<file path="src/rtl/sccp_pkg.sv">
// Shared types and constants of the second-chance page fault unit.
`default_nettype none

package sccp_pkg;

   // Fixed widths of the request and response word fields.
   localparam int VA_W        = 14;
   localparam int PROC_IN_W   = 4;
   localparam int STATUS_W    = 3;
   localparam int FRAME_OUT_W = 5;
   localparam int EVPROC_W    = 4;
   localparam int EVPAGE_W    = 6;

   // Operation code that requests a page-table frame.
   localparam logic OP_ALLOC = 1'b1;

   typedef enum logic [STATUS_W-1:0] {
      RSP_HIT   = 3'd0,
      RSP_FREE  = 3'd1,
      RSP_EVICT = 3'd2,
      RSP_TABLE = 3'd3,
      RSP_NONE  = 3'd4
   } rsp_status_type;

   typedef struct packed {
      logic                 operation;
      logic [PROC_IN_W-1:0] process;
      logic [VA_W-1:0]      vaddr;
      logic                 is_write;
   } req_word_type;

   typedef struct packed {
      rsp_status_type         status;
      logic [FRAME_OUT_W-1:0] frame;
      logic [EVPROC_W-1:0]    evicted_process;
      logic [EVPAGE_W-1:0]    evicted_page;
      logic                   evicted_dirty;
   } rsp_word_type;

   // Controller states.
   typedef enum logic [4:0] {
      S_CLEAR,
      S_IDLE,
      S_DIV1,
      S_DIV2,
      S_DIV3,
      S_ADDR,
      S_LOOKUP,
      S_LOOKUP_CHECK,
      S_HIT_READ,
      S_HIT_WRITE,
      S_TAKE,
      S_SWEEP_READ,
      S_SWEEP_CHECK,
      S_EVICT_READ,
      S_EVICT_CHECK,
      S_INSTALL,
      S_CLEAR_PROC,
      S_FINISH
   } state_type;

   // Datapath operations issued by the controller, one per cycle.
   typedef enum logic [4:0] {
      DP_NOP,
      DP_CAPTURE,
      DP_DIV1,
      DP_DIV2,
      DP_DIV3,
      DP_ADDR,
      DP_LOOKUP,
      DP_HIT_READ,
      DP_HIT_WRITE,
      DP_TAKE,
      DP_SWEEP_READ,
      DP_SWEEP_CHECK,
      DP_EVICT_READ,
      DP_EVICT_CHECK,
      DP_INSTALL,
      DP_CLEAR_PROC,
      DP_RESET_CLEAR,
      DP_FINISH
   } dp_op_type;

   typedef struct packed {
      dp_op_type op;
   } ctrl_cmd_type;

   typedef struct packed {
      logic alloc;
      logic hit;
      logic has_free;
      logic all_tables;
      logic skip;
      logic rst_clear_done;
      logic proc_clear_done;
      logic rsp_free;
   } dp_stat_type;

endpackage

`default_nettype wire

</file>
<file path="src/rtl/sccp_ctrl.sv">
// Controller state machine of the second-chance page fault unit.
`default_nettype none

module sccp_ctrl (
   input  wire logic                   clock,
   input  wire logic                   reset,
   input  wire logic                   req_valid,
   output logic                        req_ready,
   input  wire sccp_pkg::dp_stat_type  stat,
   output sccp_pkg::ctrl_cmd_type      cmd
);

   sccp_pkg::state_type state_ff;
   sccp_pkg::state_type state_in;

   // State register; reset starts the page-table clearing pass.
   always_ff @(posedge clock) begin
      if (reset) begin
         state_ff <= sccp_pkg::S_CLEAR;
      end else begin
         state_ff <= state_in;
      end
   end

   // Next state.
   always_comb begin
      state_in = state_ff;
      case (state_ff)
         sccp_pkg::S_CLEAR: begin
            if (stat.rst_clear_done) state_in = sccp_pkg::S_IDLE;
         end
         sccp_pkg::S_IDLE: begin
            if (req_valid) state_in = sccp_pkg::S_DIV1;
         end
         sccp_pkg::S_DIV1: state_in = sccp_pkg::S_DIV2;
         sccp_pkg::S_DIV2: state_in = sccp_pkg::S_DIV3;
         sccp_pkg::S_DIV3: state_in = sccp_pkg::S_ADDR;
         sccp_pkg::S_ADDR: begin
            state_in = stat.alloc ? sccp_pkg::S_TAKE : sccp_pkg::S_LOOKUP;
         end
         sccp_pkg::S_LOOKUP: state_in = sccp_pkg::S_LOOKUP_CHECK;
         sccp_pkg::S_LOOKUP_CHECK: begin
            state_in = stat.hit ? sccp_pkg::S_HIT_READ : sccp_pkg::S_TAKE;
         end
         sccp_pkg::S_HIT_READ: state_in = sccp_pkg::S_HIT_WRITE;
         sccp_pkg::S_HIT_WRITE: state_in = sccp_pkg::S_FINISH;
         sccp_pkg::S_TAKE: begin
            if (stat.has_free) begin
               state_in = sccp_pkg::S_INSTALL;
            end else if (stat.all_tables) begin
               state_in = sccp_pkg::S_FINISH;
            end else begin
               state_in = sccp_pkg::S_SWEEP_READ;
            end
         end
         sccp_pkg::S_SWEEP_READ: state_in = sccp_pkg::S_SWEEP_CHECK;
         sccp_pkg::S_SWEEP_CHECK: begin
            state_in = stat.skip ? sccp_pkg::S_SWEEP_READ : sccp_pkg::S_EVICT_READ;
         end
         sccp_pkg::S_EVICT_READ: state_in = sccp_pkg::S_EVICT_CHECK;
         sccp_pkg::S_EVICT_CHECK: state_in = sccp_pkg::S_INSTALL;
         sccp_pkg::S_INSTALL: begin
            state_in = stat.alloc ? sccp_pkg::S_CLEAR_PROC : sccp_pkg::S_FINISH;
         end
         sccp_pkg::S_CLEAR_PROC: begin
            if (stat.proc_clear_done) state_in = sccp_pkg::S_FINISH;
         end
         sccp_pkg::S_FINISH: begin
            if (stat.rsp_free) state_in = sccp_pkg::S_IDLE;
         end
         default: state_in = sccp_pkg::S_IDLE;
      endcase
   end

   // Outputs: request ready and the datapath operation of this cycle.
   always_comb begin
      req_ready = 1'b0;
      cmd.op    = sccp_pkg::DP_NOP;
      case (state_ff)
         sccp_pkg::S_CLEAR:        cmd.op = sccp_pkg::DP_RESET_CLEAR;
         sccp_pkg::S_IDLE: begin
            req_ready = 1'b1;
            if (req_valid) cmd.op = sccp_pkg::DP_CAPTURE;
         end
         sccp_pkg::S_DIV1:         cmd.op = sccp_pkg::DP_DIV1;
         sccp_pkg::S_DIV2:         cmd.op = sccp_pkg::DP_DIV2;
         sccp_pkg::S_DIV3:         cmd.op = sccp_pkg::DP_DIV3;
         sccp_pkg::S_ADDR:         cmd.op = sccp_pkg::DP_ADDR;
         sccp_pkg::S_LOOKUP:       cmd.op = sccp_pkg::DP_LOOKUP;
         sccp_pkg::S_LOOKUP_CHECK: cmd.op = sccp_pkg::DP_NOP;
         sccp_pkg::S_HIT_READ:     cmd.op = sccp_pkg::DP_HIT_READ;
         sccp_pkg::S_HIT_WRITE:    cmd.op = sccp_pkg::DP_HIT_WRITE;
         sccp_pkg::S_TAKE:         cmd.op = sccp_pkg::DP_TAKE;
         sccp_pkg::S_SWEEP_READ:   cmd.op = sccp_pkg::DP_SWEEP_READ;
         sccp_pkg::S_SWEEP_CHECK:  cmd.op = sccp_pkg::DP_SWEEP_CHECK;
         sccp_pkg::S_EVICT_READ:   cmd.op = sccp_pkg::DP_EVICT_READ;
         sccp_pkg::S_EVICT_CHECK:  cmd.op = sccp_pkg::DP_EVICT_CHECK;
         sccp_pkg::S_INSTALL:      cmd.op = sccp_pkg::DP_INSTALL;
         sccp_pkg::S_CLEAR_PROC:   cmd.op = sccp_pkg::DP_CLEAR_PROC;
         sccp_pkg::S_FINISH: begin
            if (stat.rsp_free) cmd.op = sccp_pkg::DP_FINISH;
         end
         default: cmd.op = sccp_pkg::DP_NOP;
      endcase
   end

endmodule

`default_nettype wire

</file>
<file path="config.mk">
export PLATFORM = sky130hd
export DESIGN_NAME = sccp_ctrl
export DESIGN_NICKNAME = d
export VERILOG_FILES = /design/src/rtl/sccp_pkg.sv /design/src/rtl/sccp_ctrl.sv
export SDC_FILE = /design/constraint.sdc
export NUM_CORES = 1
export LEC_CHECK = 0
export BUFFER_PORTS_ARGS = -buffer_cell sky130_fd_sc_hd__buf_2
export CORE_AREA = 2 2 39 41
export CTS_BUF_LIST = sky130_fd_sc_hd__clkbuf_8 sky130_fd_sc_hd__clkbuf_16
export CTS_CLUSTER_SIZE = 24
export DETAILED_ROUTE_END_ITERATION = 7
export DIE_AREA = 0 0 41 43
export PLACE_DENSITY = 0.79
export SETUP_SLACK_MARGIN = 0.15
export SLEW_MARGIN = 20
export SYNTH_ARGS = -nofsm -noshare
export SYNTH_HDL_FRONTEND = slang
export SYNTH_SLANG_ARGS = --single-unit
</file>
<file path="constraint.sdc">
create_clock -name clock -period 2.2 [get_ports clock]
set_input_delay 0.11 -clock clock [delete_from_list [all_inputs] [get_ports clock]]
set_output_delay 0.11 -clock clock [all_outputs]
set_load 0.01 [all_outputs]
</file>
[Yosys cells after proc, flatten, opt, wreduce, memory -nomap -nowiden]
Cells that the tools add are included.
Storage, ports and cells
  input port bits: 11
  register bits after elaboration: 5
Operators by class
  equal/unequal tests: 21
  reductions and logical operators: 2
  multiplexer cells: 15
Operators by type and width (number)
  5-bit one-hot mux with 18 select lines: 1
  5-bit one-hot mux with 17 select lines: 1
  5-bit by 4-bit equality test with 1-bit output, second input constant: 8
  5-bit 2-to-1 mux: 7
  5-bit by 3-bit equality test with 1-bit output, second input constant: 4
  5-bit by 2-bit equality test with 1-bit output, second input constant: 2
  5-bit equality test, second input constant: 2
  2-bit != test, second input constant: 4
  5-bit by 1-bit equality test with 1-bit output, second input constant: 1
  5-bit logical NOT: 1
  4-bit 2-to-1 mux: 1
  4-bit AND reduction: 1
  1-bit 2-to-1 mux: 3
  3-bit 2-to-1 mux: 1
  2-bit 2-to-1 mux: 1

[Longest topological paths before layout]
  word-level depth: 3
  gate-level depth with buffers: 6

[Worst setup path after synthesis]
No wires, ideal clock.
  path type: reg-to-output
  start point: register state_ff[3]
  end point: output cmd[2] (netlist name)
  stages on the path, launching flop included: 7
  path buffers: 2
  arrival time: 1.137 ns
  data required time: 2.090 ns
  slack: 0.953 ns
  path through: dfxtp_1 -> buf_2 -> buf_2 -> o21ai_0 -> o21ai_0 -> nand2_1 -> o21ai_0
RTL lines
  start: declaration: line sccp_ctrl.sv:13  | sccp_pkg::state_type state_ff;
  start signal: assignment: line sccp_ctrl.sv:19  | state_ff <= sccp_pkg::S_CLEAR;
  start signal: assignment: line sccp_ctrl.sv:21  | state_ff <= state_in;
  end: declaration: line sccp_ctrl.sv:10  | output sccp_pkg::ctrl_cmd_type cmd

==> results.toml <==
[outcome]
run_status = "complete, no violations"

[hold_path]
hold_path_class = "in -> reg"

[timing]
timing.fmax_mhz = 556
final_hold_viol_count = 0
finClkSkew_ps = 1.93
relSlewSlack_pct = 48.9
slew_viol_final = 0
finalSetupTns_ps = 0
setup_viol = 0
period_needed_ps = 1800
rsz0062_at_grt = "false"
tightest_slew_ps = 765
fin_ws_ps = 402
period_share_pct = 81.7

[detailed_routing]
wl_per_cell_um = 11.9
initialDrtViolationCount = 5
drc_errors = 0
dr.pass1.iters = 3
wl_um = 1380
via_per_inst = 5.65
detail-route-antenna-nets = 0
vias = 655

[yosys]
synth.avg_cell_area_um2 = 6.81
syn_area_um2 = 613
yosysSeqAreaShare_pct = 16.3
ys_seq_elements = 5
synth_edf_count = 0
syn_inst = 90
ys_async_sr_fraction_pct = 0
synth_area_leader_cell = "dfxtp_1"
ys_top_cells_by_area = "dfxtp_1 16%, nor2b_1 8.2%, o21ai_0 8.2%, a21oi_1 6.5%, nor3_1 6.5%"
netlist.area_leader.share_pct = 16.3
yosysMostFrequentCell = "o21ai_0"
synthTopCellsByCount = "10 x o21ai_0, 8 x a21oi_1, 8 x nor2b_1, 8 x nor3_1, 7 x nand2_1"
synthesis.nets = 101
ys_warn_count = 0
ys_types = 34
synthFlopType = "dfxtp_1"

[clock_network]
numCtsBuffers = 3
cts_hold_buf = 0
cts_buffer_depth = 2
ctsHtreeMaxLevel = 1
cts_setup_buffers = 0
cts_num_sinks = 5
root_buffer = "clkbuf_8"
clk_pin_slew_ps = 40
cts_tree = "done"
ctsResizeCount = 0
clock_latency_ps = 220

[die]
start_util_pct = 44.3
rows = 14
core_area_mm2 = 0.00138
die_x_um = 41
die_area_mm2 = 0.00176
ios = 17
die_h_um = 43

[finish]
largest_reg_flops = 5
nets = 112
area_delta_synth_final_pct = 13.3
fill_cells = 150
drive_gt1_share_pct = 22.0
diodes = 0
top_register = "state_ff"
top_regs = "state_ff x5"

[power_and_ir_drop]
intPower_w = 0.000246
sw_frac_of_total_pct = 26.5
clkPwrFrac_pct = 49.5
power.share.sequential_pct = 32.1
switchingPower_w = 0.0000887
pwr-share-comb_pct = 18.4
ir_drop_uv = 145
p_leak_nw = 0.282
powerDensity_mw_per_mm2 = 482

[place]
hpwl_um = 983
place_ws_ps = 572
place_congestion = 0.853
io_buffers = 16

[worst_setup_path]
cp.required_ps = 2090
crit_fanout = 19
cp.arrival_ps = 1690
crit_type = "reg -> out"
crit_path_start_kind = "flop"
cp-end-kind = "output port"

[global_route]
grt_max_degree = 22
grt_antenna_before_repair = 0
overflow = 0
grt_usage_pct = 17.1
grt_pass1_wl_um = 2210
grt_pass1_vias = 523

[flow_run]
drv_cap = 0
## path summary, 6_finish.rpt
check                           startpoint                  endpoint  slack (ps)  depth (start not counted)
hold / removal                       reset  state_ff[3]$_SDFFE_PP0P_         130                          2
setup / recovery  state_ff[0]$_SDFFE_PP0P_                    cmd[0]         400                          5
setup reg to reg  state_ff[1]$_SDFFE_PP0P_  state_ff[4]$_SDFFE_PP0P_         540                          4
hold reg to reg   state_ff[2]$_SDFFE_PP0P_  state_ff[1]$_SDFFE_PP0P_         770                          2
## placed cells by master (no fill, tap or decap)
master / count
and3_1: 1
xor2_1: 1
nor2b_1: 8
and2_4: 1
buf_2: 16
and2b_1: 1
nor3_4: 1
a211o_1: 1
dfxtp_1: 5
nand3b_1: 1
nand2b_1: 2
a221oi_1: 1
nor3_1: 8
a211oi_1: 3
nor3b_1: 1
nor4_1: 1
a21oi_1: 8
o21ai_0: 10
nor2_1: 4
o2bb2ai_1: 1
or3_1: 1
a31oi_1: 1
inv_1: 2
o31a_1: 2
and2_1: 2
o21a_1: 1
nand2_4: 1
a221o_1: 1
nand2_1: 7
nand3_1: 2
clkbuf_8: 3
o22ai_1: 2
## worst max-delay path, stage by stage (launching register included)
cell and delay (ps):
dfxtp_1 730, nor2b_1 220, nor3_1 50, nor3_1 210
o22ai_1 90, buf_2 170
## cell families after synthesis
group,synth area share [%]
simple gates,39.8
compound gates,31.4
buf+inv,11.0
flops,16.3
xor+xnor,1.43
## power by group through the flow
| stage | Sequential [W] | Clock, W | Combinational (W) |
|---|---|---|---|
| 3_3_place_gp | 0.000108 | 0 | 0.0000604 |
| 6_report | 0.000108 | 0.000166 | 0.0000614 |
| 2_1_floorplan | 0.0000961 | 0 | 0.0000561 |
| 3_5_place_dp | 0.000108 | 0 | 0.0000612 |
| 5_1_grt | 0.000109 | 0.000178 | 0.0000687 |
| 4_1_cts | 0.000107 | 0.000170 | 0.0000617 |
## cell type report
type | count | area (um2) | area share [%]
clock buffer | 3 | 41.3 | 5.95
multi-input combinational | 74 | 445 | 64.1
clock inverter | 1 | 3.75 | 0.541
sequential | 5 | 100 | 14.4
tap | 16 | 20.0 | 2.88
inverter | 1 | 3.75 | 0.541
timing repair buffer | 16 | 80.1 | 11.5
## routing by layer
layer  track usage (%)  routed length, um  vias up  share of wire (%)
met2              26.3                643        6                 47
met3                 0                 17        0                1.2
met5                 0                  0        -                  0
met1              25.9                720      303                 52
met4              4.00                  0        0                  0
li1                  -                  -      346                  -
## through the flow
stage               hold WS [ps]  power, W  std cells  utilization, %  area (um2)
floorplan                    183  0.000152         90               -         613
global route                 139  0.000356        116            50.2         694
finish                       130  0.000335        116            50.2         694
CTS                          133  0.000339        116            50.2         694
detailed placement           358  0.000169        112            46.9         649
global placement             350  0.000169        112            46.9         649
(Power assumes the default switching activity.)
